<file path="src/hw/rtl/mefc_pkg.sv">
// ----------------------------------------------------------------------------
// mefc_pkg
// Shared types, register indexes and constants of the magnetoelastic core.
// ----------------------------------------------------------------------------
package mefc_pkg;

	// Configuration register indexes
	localparam logic [2:0] REG_AXIS_ONE = 3'd0;
	localparam logic [2:0] REG_AXIS_TWO = 3'd1;
	localparam logic [2:0] REG_INV_SAT  = 3'd2;
	localparam logic [2:0] REG_COEF_D   = 3'd3;
	localparam logic [2:0] REG_COEF_S   = 3'd4;

	// Vacuum permeability, Q.40
	localparam logic [20:0] MU0_Q40 = 21'd1381687;
	// Clamp on the mean magnitude
	localparam logic [63:0] MAG_MAX = 64'h0003_FFFF_FFFF_FFFF;

	typedef struct packed {
		logic valid;
		logic empty;
		logic last;
	} ctl_t;

	// Axes indexed [axis][component], plus scaling coefficients
	typedef struct packed {
		logic [2:0][2:0][15:0] e;
		logic [31:0]           inv;
		logic signed [31:0]    cd;
		logic signed [31:0]    cs;
	} cfg_t;

	function automatic logic signed [31:0] sat32(input logic signed [63:0] v);
		logic signed [31:0] r;
		if (v > 64'sd2147483647) r = 32'sh7FFF_FFFF;
		else if (v < -64'sd2147483648) r = 32'sh8000_0000;
		else r = v[31:0];
		return r;
	endfunction

endpackage

</file>
<file path="src/hw/rtl/mefc_axis.sv">
// ----------------------------------------------------------------------------
// mefc_axis
// Configuration registers and the registered third cubic axis e3 = e1 x e2.
// ----------------------------------------------------------------------------
module mefc_axis (
	input  logic            clk,
	input  logic            arst_n,
	input  logic            cfg_we,
	input  logic [2:0]      cfg_index,
	input  logic [47:0]     cfg_data,
	output mefc_pkg::cfg_t  cfg
);
	import mefc_pkg::*;

	logic [47:0]        axis_one_q;
	logic [47:0]        axis_two_q;
	logic [31:0]        inv_q;
	logic signed [31:0] cd_q;
	logic signed [31:0] cs_q;
	logic [47:0]        axis_three_q;
	logic [47:0]        e3_next;

	// Rounded, clamped cross term a*b - c*d at Q.14
	function automatic logic [15:0] cross_term(input logic signed [15:0] a,
		input logic signed [15:0] b, input logic signed [15:0] c,
		input logic signed [15:0] d);
		logic signed [33:0] t;
		logic signed [19:0] r;
		logic [15:0]        o;
		t = a * b - c * d + 34'sd8192;
		r = $signed(t[33:14]);
		if (r > 20'sd32767) o = 16'h7FFF;
		else if (r < -20'sd32768) o = 16'h8000;
		else o = r[15:0];
		return o;
	endfunction

	// Form the third axis from the stored two
	always_comb begin
		e3_next[15:0]  = cross_term($signed(axis_one_q[31:16]), $signed(axis_two_q[47:32]),
			$signed(axis_one_q[47:32]), $signed(axis_two_q[31:16]));
		e3_next[31:16] = cross_term($signed(axis_one_q[47:32]), $signed(axis_two_q[15:0]),
			$signed(axis_one_q[15:0]), $signed(axis_two_q[47:32]));
		e3_next[47:32] = cross_term($signed(axis_one_q[15:0]), $signed(axis_two_q[31:16]),
			$signed(axis_one_q[31:16]), $signed(axis_two_q[15:0]));
	end

	// Take register writes
	always_ff @(posedge clk or negedge arst_n) begin
		if (!arst_n) begin
			axis_one_q   <= 48'd16384;
			axis_two_q   <= 48'd1073741824;
			inv_q        <= '0;
			cd_q         <= '0;
			cs_q         <= '0;
			axis_three_q <= 48'h4000_0000_0000;
		end else begin
			axis_three_q <= e3_next;
			if (cfg_we) begin
				case (cfg_index)
					REG_AXIS_ONE: axis_one_q <= cfg_data;
					REG_AXIS_TWO: axis_two_q <= cfg_data;
					REG_INV_SAT:  inv_q <= cfg_data[31:0];
					REG_COEF_D:   cd_q <= $signed(cfg_data[31:0]);
					REG_COEF_S:   cs_q <= $signed(cfg_data[31:0]);
					default: ;
				endcase
			end
		end
	end

	// Publish axes per component
	always_comb begin
		for (int c = 0; c < 3; c++) begin
			cfg.e[0][c] = axis_one_q[16*c +: 16];
			cfg.e[1][c] = axis_two_q[16*c +: 16];
			cfg.e[2][c] = axis_three_q[16*c +: 16];
		end
		cfg.inv = inv_q;
		cfg.cd  = cd_q;
		cfg.cs  = cs_q;
	end

endmodule

</file>
<file path="config.mk">
export PLATFORM = sky130hd
export DESIGN_NAME = mefc_axis
export DESIGN_NICKNAME = d
export VERILOG_FILES = /design/src/hw/rtl/mefc_pkg.sv /design/src/hw/rtl/mefc_axis.sv
export SDC_FILE = /design/constraint.sdc
export NUM_CORES = 2
export LEC_CHECK = 0
export BUFFER_PORTS_ARGS = -buffer_cell sky130_fd_sc_hd__buf_2
export CAP_MARGIN = 20
export CORE_MARGIN = 5
export CORE_UTILIZATION = 55
export DETAILED_ROUTE_END_ITERATION = 7
export PLACE_DENSITY = 0.8
export SLEW_MARGIN = 10
export SYNTH_ARGS = -nofsm -noshare
export SYNTH_HDL_FRONTEND = slang
export SYNTH_SLANG_ARGS = --single-unit
</file>
<file path="constraint.sdc">
create_clock -name clk -period 8.05 [get_ports clk]
set_input_delay 0.805 -clock clk [delete_from_list [all_inputs] [get_ports clk]]
set_output_delay 0.805 -clock clk [all_outputs]
set_load 0.01 [all_outputs]
</file>
==> flow_summary.rst <==
.. list-table::
   :header-rows: 1

   * - Metric
     - Value
   * - Area growth from synthesis to layout
     - 10.6%
   * - Largest net degree at the start of global routing
     - approximately 160
   * - Cell accounting for the most synthesized area
     - sky130_fd_sc_hd__fa_1
   * - Number of placement rows
     - 131
   * - Root buffer cell
     - sky130_fd_sc_hd__clkbuf_16
   * - Category of the most critical setup path
     - reg2reg
   * - Final non-filler cell total
     - around 9000
   * - Top-count cell post-synth
     - sky130_fd_sc_hd__inv_1
   * - Num CTS Buffers
     - 31
   * - DIE AREA
     - approximately 140000 um^2
   * - Number of top-level design ports
     - 294
   * - Congestion Overflow GR
     - 0
   * - Cell count after placement
     - approximately 9000
   * - Core area
     - 127000 um^2
   * - CTS H-tree lvls
     - 1
   * - Most common flop cell mapped by yosys
     - sky130_fd_sc_hd__dfrtp_1
   * - Main area contributors after synthesis
     - sky130_fd_sc_hd__fa_1 51%, sky130_fd_sc_hd__inv_1 11%, sky130_fd_sc_hd__ha_1 8.5%
   * - DIE WIDTH
     - around 370 um
   * - Kind of capture point of the worst setup path
     - flop
   * - Chip Height
     - ~370 um
   * - Worst reg2reg path depth
     - 27
   * - Clock-pin slew reported for the worst setup and hold paths after clock tree synthesis
     - around 0.07 ns
   * - Per-instance average area after synthesis
     - 9.83 um^2
   * - Leading post-synthesis cells by instance count
     - 2081 x sky130_fd_sc_hd__inv_1, 1797 x sky130_fd_sc_hd__fa_1, 786 x sky130_fd_sc_hd__and2_1
   * - Number of filler instances in the final layout
     - ~10000
   * - Gate Count Post-Synth
     - between 7000 and 8000
   * - Source-to-sink clock delay at the later pin of the worst-skew pair
     - around 0.67 ns
   * - Endpoint required time on the critical path
     - between 8 and 9 ns
   * - DRC violation count after routing
     - 0
   * - Via density per instance
     - around 5.4
   * - Area occupied by registers
     - 6040 um^2
   * - Min Clock Period, post-route
     - between 8 and 9 ns
   * - Post-Place Setup Slack
     - -0.551 ns
   * - Antenna violations before repair
     - 12
   * - Share of synthesized flip-flops with an asynchronous set or reset
     - between 90% and 100%
   * - Yosys warning total
     - 0
   * - Synth unique cells
     - between 70 and 80
   * - Ratio of final minimum period to clock period
     - 99.9%
   * - HP Class
     - in2async
   * - Highest Clock Rate
     - 124 MHz
   * - Maximum clock insertion buffer count
     - 3
   * - Outcome
     - finished, final reports clean
   * - Detailed-route via count
     - about 50000
   * - Sequential area share after synthesis
     - under 10%
   * - Final WL
     - between 150000 and 200000 um
   * - Number of max-slew violations in the final report
     - 0
   * - Share of cells above drive strength 1
     - a little over an eighth
   * - Sinks on Clock Net
     - 240
   * - All-Layer GR Usage
     - between 20 and 30%
   * - First-pass GRT wire length
     - approximately 310000 um
   * - Clock tree from TritonCTS
     - done
   * - Initial core utilization
     - a little under three fifths
   * - Number of flops mapped to enable cells by yosys
     - 0
   * - Crit path launch type
     - flop
   * - Mapped Nets
     - around 9500
   * - DP Wirelength
     - approximately 160000 um
   * - Number of port buffers
     - about 290
   * - Iteration-0 DRC Markers
     - between 3000 and 4000
   * - Max-slew headroom
     - 31.3%
   * - Hold violation count in the final report
     - 0
   * - Critical Path Fanout Max
     - 20
   * - Number of global-route vias before repair
     - 57203
   * - Area share of the largest cell type after synthesis
     - slightly above 50%
   * - Final count of negative-setup-slack endpoints
     - 0
   * - Flip-flop and latch count after synthesis
     - 240
   * - # nets final
     - just under 10000
   * - Antenna-violating nets left
     - 0
   * - Last weighted congestion value of the routability-driven placer
     - 0.949
   * - Setup slack of the critical path after layout
     - between 0.01 and 0.015 ns
   * - Post-Syn Area
     - between 70000 and 80000 um^2
   * - Number of search-and-repair iterations in the first detailed-routing pass
     - 5
   * - Worst Tran Pin Value
     - 1.03 ns
   * - Count of max-cap constraint violations
     - 0
   * - WP data arrival
     - between 8 and 9 ns
   * - Setup repair after global routing missed its margin
     - true
   * - Wire per inst
     - ~21 um
   * - Combined area of the multi-input logic cells
     - 55800 um^2
   * - Fin Clk Skew
     - approximately 0.045 ns
stage by stage:
step	TNS, ns	utilization [%]	hold WS (ns)	cell area [um^2]
final	0	61.2	0.195	77900
after global routing	-8.42	61.2	0.256	77900
after CTS	0	60.6	0.198	77200
after detailed placement	-13.71	59.6	0.488	75900
after global placement	-6.54	59.6	0.483	75900
after floorplan	0	-	0.509	70400
worst max-delay path, stage by stage (launching register included):
cell	delay (ns)
sky130_fd_sc_hd__dfrtp_1	0.59
sky130_fd_sc_hd__buf_12	0.23
sky130_fd_sc_hd__buf_4	0.21
sky130_fd_sc_hd__nand2_1	0.10
sky130_fd_sc_hd__fa_1	0.55
sky130_fd_sc_hd__inv_1	0.06
sky130_fd_sc_hd__fa_1	0.55
sky130_fd_sc_hd__inv_1	0.07
sky130_fd_sc_hd__fa_1	0.55
sky130_fd_sc_hd__inv_1	0.06
sky130_fd_sc_hd__fa_1	0.50
sky130_fd_sc_hd__fa_1	0.59
sky130_fd_sc_hd__fa_1	0.43
sky130_fd_sc_hd__fa_1	0.51
sky130_fd_sc_hd__inv_1	0.05
sky130_fd_sc_hd__fa_1	0.49
sky130_fd_sc_hd__inv_1	0.05
sky130_fd_sc_hd__ha_1	0.31
sky130_fd_sc_hd__nand4_1	0.24
sky130_fd_sc_hd__nor2_4	0.28
sky130_fd_sc_hd__o21ai_4	0.16
sky130_fd_sc_hd__a21oi_2	0.22
sky130_fd_sc_hd__o21bai_1	0.12
sky130_fd_sc_hd__mux2_2	0.32
sky130_fd_sc_hd__o311ai_4	0.13
sky130_fd_sc_hd__o41ai_4	0.17
sky130_fd_sc_hd__buf_12	0.18
sky130_fd_sc_hd__a21o_1	0.17
worst paths after layout:
check,startpoint,endpoint,slack [ns]
min,arst_n,axis_three_q[47],0.20
min in group clk,cfg_data[44],axis_one_q[44],0.40
max in group asynchronous,arst_n,axis_one_q[23],6.34
max,axis_one_q[46],axis_three_q[30],0.01
max reg2reg,axis_one_q[46],axis_three_q[30],0.01
min reg2reg,cd_q[1],cd_q[1],0.50
layout make-up:
class / instances / area share [%]
Clock buffer: 39 / 1.10
Timing Repair Buffer: 633 / 6.45
Tap cell: 1662 / 2.67
Clock inverter: 18 / 0.291
Antenna cell: 6 / 0.0193
Sequential cell: 240 / 7.76
Multi-Input combinational cell: 4522 / 71.7
Inverter: 2084 / 10.1
cell usage in the layout, fill, tap and decap left out, drive strengths merged, types with 4 or more instances in the layout:
master    count
xnor2        71
nor3          8
nor2         90
a2111oi       4
a211oi        7
clkinvlp      7
o211ai        6
o21bai        6
inv        2083
nand2b       50
diode         6
o21a         15
mux2        188
a21oi        66
a31oi         6
nand4        14
a21o         57
a221oi        4
or3           5
o21ai        68
ha          477
xor2         30
fa         1797
nor2b         9
clkbuf       41
and2        786
nand2       703
clkinv        9
nand3        11
dfrtp       237
buf         631
routing by layer:
layer | share of wire (%) | GRT usage (%) | vias up
met2 | 47 | 48.0 | 2424
met3 | 10 | 6.78 | 598
li1 | - | - | 20997
met1 | 37 | 37.8 | 26112
met5 | 0.046 | 0 | -
met4 | 6.1 | 14.2 | 12
cells by family (layout without fill, tap and decap cells):
family | Yosys count | after routing | share of synthesized area [%]
buf+inv | 2400 | 2774 | 12.8
flops | 240 | 240 | 8.53
other cells | 0 | 6 | 0
mux | 189 | 189 | 3.03
compound gates | 267 | 267 | 2.58
xor+xnor | 101 | 101 | 1.26
simple gates | 1691 | 1691 | 12.2
fa+ha+maj | 2274 | 2274 | 59.6
state kept, by name, indices dropped and copies added, names as in the netlist:
signal        flops
axis_one_q       48
axis_three_q     48
axis_two_q       48
cd_q             32
cs_q             32
inv_q            32
repair_timing:
action	in CTS	in global routing
pin swaps	6	29
hold buffers	0	0
cloned	0	3
buffers inserted	4	31
endpoints found under the setup margin	45	45
resized for setup	40	121
Power is not shown: default switching activity piles up to over one toggle a cycle in this logic, so the estimate is an artifact.
