### src/hw/rtl/mefc_pkg.sv
// ----------------------------------------------------------------------------
// mefc_pkg
// Shared types, register indexes and constants of the magnetoelastic core.
// ----------------------------------------------------------------------------
package mefc_pkg;

	// Configuration register indexes
	localparam logic [2:0] REG_AXIS_ONE = 3'd0;
	localparam logic [2:0] REG_AXIS_TWO = 3'd1;
	localparam logic [2:0] REG_INV_SAT  = 3'd2;
	localparam logic [2:0] REG_COEF_D   = 3'd3;
	localparam logic [2:0] REG_COEF_S   = 3'd4;

	// Vacuum permeability, Q.40
	localparam logic [20:0] MU0_Q40 = 21'd1381687;
	// Clamp on the mean magnitude
	localparam logic [63:0] MAG_MAX = 64'h0003_FFFF_FFFF_FFFF;

	typedef struct packed {
		logic valid;
		logic empty;
		logic last;
	} ctl_t;

	// Axes indexed [axis][component], plus scaling coefficients
	typedef struct packed {
		logic [2:0][2:0][15:0] e;
		logic [31:0]           inv;
		logic signed [31:0]    cd;
		logic signed [31:0]    cs;
	} cfg_t;

	function automatic logic signed [31:0] sat32(input logic signed [63:0] v);
		logic signed [31:0] r;
		if (v > 64'sd2147483647) r = 32'sh7FFF_FFFF;
		else if (v < -64'sd2147483648) r = 32'sh8000_0000;
		else r = v[31:0];
		return r;
	endfunction

endpackage

### src/hw/rtl/mefc_energy.sv
// ----------------------------------------------------------------------------
// mefc_energy
// Energy accumulator, cell counter, bit-serial mean divider and the
// output register.
// ----------------------------------------------------------------------------
module mefc_energy #(
	parameter int MAX_CELLS = 1048576
) (
	input  logic               clk,
	input  logic               arst_n,
	input  mefc_pkg::ctl_t     ctl_s7,
	input  logic signed [31:0] fld_s7 [3],
	input  logic signed [55:0] dotp_s7 [3],
	input  logic               m_tready,
	output logic               adv,
	output logic               m_tvalid,
	output logic [159:0]       m_tdata,
	output logic               m_tlast
);
	import mefc_pkg::*;

	localparam int CW = $clog2(MAX_CELLS + 1);

	localparam logic [1:0] ST_IDLE = 2'd0;
	localparam logic [1:0] ST_DIV  = 2'd1;
	localparam logic [1:0] ST_MUL  = 2'd2;
	localparam logic [1:0] ST_FIN  = 2'd3;

	logic [1:0]         state_q;
	logic [5:0]         cnt_q;
	logic               out_valid_q;
	logic signed [63:0] sum_q;
	logic [CW-1:0]      count_q;

	logic [63:0]        quo_q;
	logic [CW-1:0]      rem_q;
	logic [CW-1:0]      den_q;
	logic               pos_q;
	logic [45:0]        pa_q, pb_q;
	logic signed [31:0] fld_q [3];
	logic signed [63:0] energy_q;
	logic               last_q;

	logic signed [57:0] dot;
	logic signed [64:0] wide_sum;
	logic signed [63:0] new_sum;
	logic [CW-1:0]      new_count;
	logic [63:0]        mag;
	logic               take, start_div;
	logic [CW:0]        trial, diff;
	logic               ge;
	logic [49:0]        magc;
	logic [46:0]        inner_w, res_w;

	// Stall the whole pipeline while the mean is divided and scaled, or while the result waits
	assign adv       = (state_q == ST_IDLE) && (!out_valid_q || m_tready);
	assign take      = adv && ctl_s7.valid;
	assign start_div = ctl_s7.last && (new_count != '0);

	// Saturating sum and capped count
	always_comb begin
		dot = dotp_s7[0] + dotp_s7[1] + dotp_s7[2];
		wide_sum = sum_q + dot;
		if (wide_sum[64] != wide_sum[63])
			new_sum = wide_sum[64] ? 64'sh8000_0000_0000_0000 : 64'sh7FFF_FFFF_FFFF_FFFF;
		else
			new_sum = wide_sum[63:0];
		if (ctl_s7.empty) begin
			new_sum   = sum_q;
			new_count = count_q;
		end else begin
			new_count = (count_q < CW'(MAX_CELLS)) ? CW'(count_q + 1'b1) : count_q;
		end
		mag = new_sum[63] ? 64'(-new_sum) : new_sum;
	end

	// One restoring division step, and the energy scaling
	always_comb begin
		trial   = {rem_q, quo_q[63]};
		ge      = trial >= {1'b0, den_q};
		diff    = trial - {1'b0, den_q};
		magc    = (quo_q > MAG_MAX) ? MAG_MAX[49:0] : quo_q[49:0];
		inner_w = {1'b0, pb_q} + 47'h1_0000_0000;
		res_w   = {1'b0, pa_q} + 47'(inner_w[46:25]);
	end

	// Control: accumulator, output valid, divider sequencer
	always_ff @(posedge clk or negedge arst_n) begin
		if (!arst_n) begin
			state_q     <= ST_IDLE;
			cnt_q       <= '0;
			out_valid_q <= 1'b0;
			sum_q       <= '0;
			count_q     <= '0;
		end else begin
			if (take) begin
				if (ctl_s7.last) begin
					sum_q   <= '0;
					count_q <= '0;
				end else begin
					sum_q   <= new_sum;
					count_q <= new_count;
				end
				if (start_div) begin
					state_q     <= ST_DIV;
					cnt_q       <= '1;
					out_valid_q <= 1'b0;
				end else begin
					out_valid_q <= 1'b1;
				end
			end else if (m_tready && state_q == ST_IDLE) begin
				out_valid_q <= 1'b0;
			end
			case (state_q)
				ST_DIV: begin
					cnt_q <= 6'(cnt_q - 6'd1);
					if (cnt_q == '0) state_q <= ST_MUL;
				end
				ST_MUL: state_q <= ST_FIN;
				ST_FIN: begin
					state_q     <= ST_IDLE;
					out_valid_q <= 1'b1;
				end
				default: ;
			endcase
		end
	end

	// Payload: output fields and divider datapath
	always_ff @(posedge clk) begin
		if (take) begin
			for (int c = 0; c < 3; c++) fld_q[c] <= fld_s7[c];
			last_q   <= ctl_s7.last;
			energy_q <= '0;
			quo_q    <= mag;
			den_q    <= new_count;
			rem_q    <= '0;
			pos_q    <= new_sum > 64'sd0;
		end
		case (state_q)
			ST_DIV: begin
				rem_q <= ge ? diff[CW-1:0] : trial[CW-1:0];
				quo_q <= {quo_q[62:0], ge};
			end
			ST_MUL: begin
				pa_q <= magc[49:25] * MU0_Q40;
				pb_q <= magc[24:0] * MU0_Q40;
			end
			ST_FIN: energy_q <= pos_q ? -64'(res_w[46:8]) : 64'(res_w[46:8]);
			default: ;
		endcase
	end

	assign m_tvalid = out_valid_q;
	assign m_tlast  = last_q;
	assign m_tdata  = {energy_q, fld_q[2], fld_q[1], fld_q[0]};

endmodule

### config.mk
export PLATFORM = sky130hd
export DESIGN_NAME = mefc_energy
export DESIGN_NICKNAME = d
export VERILOG_FILES = /design/src/hw/rtl/mefc_pkg.sv /design/src/hw/rtl/mefc_energy.sv
export SDC_FILE = /design/constraint.sdc
export NUM_CORES = 2
export LEC_CHECK = 0
export ABC_AREA = 1
export ABC_CLOCK_PERIOD_IN_PS = 15640
export BUFFER_PORTS_ARGS = -buffer_cell sky130_fd_sc_hd__buf_2
export CAP_MARGIN = 20
export CORE_MARGIN = 4
export CORE_UTILIZATION = 60
export DETAILED_ROUTE_END_ITERATION = 16
export GPL_ROUTABILITY_DRIVEN = 0
export GPL_TIMING_DRIVEN = 0
export PLACE_DENSITY = 0.84
export RECOVER_POWER = 100
export SYNTH_ARGS = -nofsm -noshare
export SYNTH_HDL_FRONTEND = slang
export SYNTH_SLANG_ARGS = --single-unit
### constraint.sdc
create_clock -name clk -period 15.64 [get_ports clk]
set_clock_uncertainty 0.2 [all_clocks]
set_input_delay 3.128 -clock clk [delete_from_list [all_inputs] [get_ports clk]]
set_output_delay 3.128 -clock clk [all_outputs]
set_load 0.01 [all_outputs]
==> metrics.md <==
| Metric | Value |
|---|---|
| Cell taking the most area after synthesis | edfxtp_1 |
| Final worst slack | 5.84 ns |
| Initial antenna violation count | 4 |
| WL per Instance | 18.4 µm |
| Cell row count | 104 |
| Internal reg-to-reg setup slack | 6.24 ns |
| Top FF cell, synth | edfxtp_1 |
| Switching Fraction | 50.8% |
| Synth top area share | roughly a fifth |
| Worst Hold Class | register to register |
| Clock Latency Late Sink | 0.62 ns |
| First-pass GRT wire length | approximately 220000 µm |
| Final slew viol count | 377 |
| Cell mode on critical path | clkbuf_1 |
| Setup total negative slack | 0 ns |
| Share of layout cells above drive strength 1 | 6.26% |
| Max-Cap Viols | 7 |
| Critical Setup Path Class | input pin to register |
| TritonCTS clock tree | done |
| Nets | 7578 |
| Fin crit share | 62.6% |
| Largest net degree at the start of global routing | 72 |
| Via density | 5.67 |
| Leading post-synthesis cells by cell area | edfxtp_1 21%, fa_1 20%, ha_1 15% |
| #FFs+latches synth | roughly 430 |
| Fillers | 6435 |
| Final number of setup-violating endpoints | 0 |
| Hold Vio Cnt, Final | 0 |
| Port-buffer cells | 431 |
| Slew margin rel. | -153% |
| CP Cell Sequence | clkbuf_1, inv_1, a21oi_1, nand2_1, clkinv_1, clkbuf_1, clkbuf_1, clkbuf_1 |
| Vias in the first global route | 42910 |
| Area growth syn-to-layout | 9.76% |
| Avg Cell Area, Syn | 8.44 µm² |
| CP max stage delay | about 2.7 ns |
| Post-synth EDFFs | 335 |
| CP max stage cell | clkbuf_1 |
| Hold slack | 0.339 ns |
| Clock sink count | 429 |
| Unrepaired setup endpoints after global routing | no |
| Failing checks | max-capacitance violations, max-slew violations |
| Clock transition at path regs | around 0.060 ns |
| Seq pwr share | 23.5% |
| P_int | just under 4 mW |
| Bufs and invs on worst path | 6 |
| Post-Syn Instances | 5767 |
| Worst slew pin tran | ~3.8 ns |
| Global-route usage over all layers | 31.5% |
| Full die area | roughly 0.086 mm² |
| CP delay by family, top | buffers and inverters |
| ANT nets after route | 0 |
| Reg2Reg Depth | 35 |
| Most common cell after layout, fill and taps aside | nand2_1 |
| Worst slack, placed | 6.44 ns |
| # resized after CTS | 0 |
| Cts bufs inserted | 48 |
| CP arrival | 9.76 ns |
| H-Tree Depth | 2 |
| Final Power | around 8.0 mW |
| Endpoint class of the critical path | register |
| Combinational fraction of design power | 61.5% |
| Hold Crit Start | sum_q[0] |
| Leak Pwr | 26.3 nW |
| Width of the die | 293 µm |
| CORE AREA | 0.0804 mm² |
| Largest fanout on the critical path | 71 |
| # IOs | 433 |
| Final WL | 136000 µm |
| Via count | roughly 42000 |
| Initial Utilization | about three fifths |
| Clk pwr share | approximately 15% |
| Synth Net Count | 7091 |
| Switching power | 4.07 mW |
| Most frequent cells in the layout | 1185 x nand2_1, 1136 x inv_1, 564 x ha_1, 521 x nor2_1, 490 x fa_1 |
| Mapped cell area | just under 0.05 mm² |
| Pwr dens | roughly 150 mW/mm² |
| CP required | approximately 16 ns |
| Die H | 293 µm |
| YS warnings | 0 |
| Startpoint Class | input pin |
| Hold Path Depth | 2 |
| Status | finished with violations |
| # DRC | 0 |
| Drt pass-1 iters | 9 |
| Async SR Flop Fraction | between 20% and 30% |
| Yosys cell types | 59 |
| Clock tree root driver cell | clkbuf_16 |
| Min Tclk post-route | 9.80 ns |
| Setup Fix Bufs, Post-CTS | 0 |
| Clk buf depth | 3 |
| Critical R2R Capture | pa_q[44] |
| Max IR drop VDD | 0.000115 V |
| Hold Buf Count CTS | 0 |
| Hold worst-path end | sum_q[0] |
| Post-synthesis sequential area ratio | between 20% and 30% |
| DRT iter0 DRCs | between 3000 and 4000 |
| HPWL Detailed | between 100000 and 150000 µm |
| Max Fclk | 102 MHz |
| R2r startpoint | quo_q[63] |
| Overflow after GRT | 0 |
## power groups by stage
| stage | Combinational (mW) | Sequential, mW | Clock [mW] |
|---|---|---|---|
| 2_1_floorplan | 3.52 | 1.85 | 0 |
| 3_3_place_gp | 4.72 | 1.89 | 0 |
| 3_5_place_dp | 4.87 | 1.87 | 0 |
| 4_1_cts | 4.90 | 1.86 | 1.21 |
| 5_1_grt | 5.42 | 1.91 | 1.27 |
| 6_report | 4.92 | 1.88 | 1.21 |
## how the worst max path moves through the flow
stage,start,to,slack (ns),cells past startpoint
after global placement,m_tready,count_q[9],5.71,7
final,m_tready,fld_q[0][45],5.84,8
after detailed placement,quo_q[63],pa_q[44],6.44,35
after CTS,quo_q[63],pa_q[44],6.35,35
after floorplan,m_tready,den_q[0],7.77,5
after global routing,m_tready,fld_q[0][53],5.42,8
## sequential cells by signal, indices dropped and copies added (netlist names)
signal and flops:
pb_q 21, den_q 21, state_q 2, fld_q 96, count_q 21, quo_q 64, cnt_q 6, pa_q 46
m_tvalid 1, sum_q 64, pos_q 1, energy_q 64, m_tlast 1, rem_q 21
## tightest hold or removal path: stages (launching register included)
cell	delay (ns)
dfrtp_1	0.38
nand2_1	0.06
o21ai_0	0.06
## cell usage after synthesis, drive strengths merged, types with 3 or more instances
library cell / n
nand2: 1200
inv: 1143
ha: 564
nor2: 537
fa: 490
edfxtp: 335
a21oi: 282
nand3: 249
o21ai: 224
xor2: 131
dfrtp: 94
xnor2: 74
nor3: 69
nand4: 66
clkbuf: 55
o22ai: 54
o21bai: 34
buf: 29
a31oi: 24
nor4: 19
o21a: 17
a21boi: 12
o211ai: 10
or2: 9
nand3b: 8
o31ai: 8
a21o: 6
clkinv: 5
a221oi: 3
and2: 3
## kinds of logic (layout without fill, tap and decap cells)
logic type,count (synthesis),count (layout),synth area share [%]
flip-flops,429,429,25.5
XOR/XNOR,205,205,3.71
adder cells (fa/ha/maj),1054,1054,34.7
buffers and inverters,1232,1759,9.65
AND/OR/NAND/NOR,2163,2163,18.6
AO/OA/AOI/OAI,684,684,7.84
other,0,3,0
## cell type report
| type | count | area [µm²] | share of cell area, % |
|---|---|---|---|
| clock inverter | 25 | 378 | 0.707 |
| sequential | 429 | 12400 | 23.2 |
| timing repair buffer | 437 | 1960 | 3.68 |
| buffer | 84 | 345 | 0.647 |
| antenna | 3 | 7.51 | 0.0141 |
| clock buffer | 65 | 1310 | 2.44 |
| multi-input combinational | 4106 | 31400 | 58.7 |
| tap | 1060 | 1330 | 2.48 |
| inverter | 1148 | 4310 | 8.07 |
## through the flow
| stage | utilization [%] | instance area [µm²] | cells |
|---|---|---|---|
| final | 66.4 | 53400 | 7357 |
| after global routing | 66.4 | 53400 | 7357 |
| after CTS | 67.1 | 54000 | 7354 |
| after detailed placement | 65.1 | 52300 | 7264 |
| after global placement | 64.8 | 52100 | 7258 |
| after floorplan | - | 48700 | 5767 |
## per-layer routing
layer	routed length (µm)	vias to the layer above	GRT usage (%)
met5	0	-	0
met1	49900	19514	38.3
li1	-	19465	-
met3	12900	510	6.71
met4	8200	0	15.8
met2	64600	2198	53.5
Note: power is estimated with default switching activity, not from simulation.
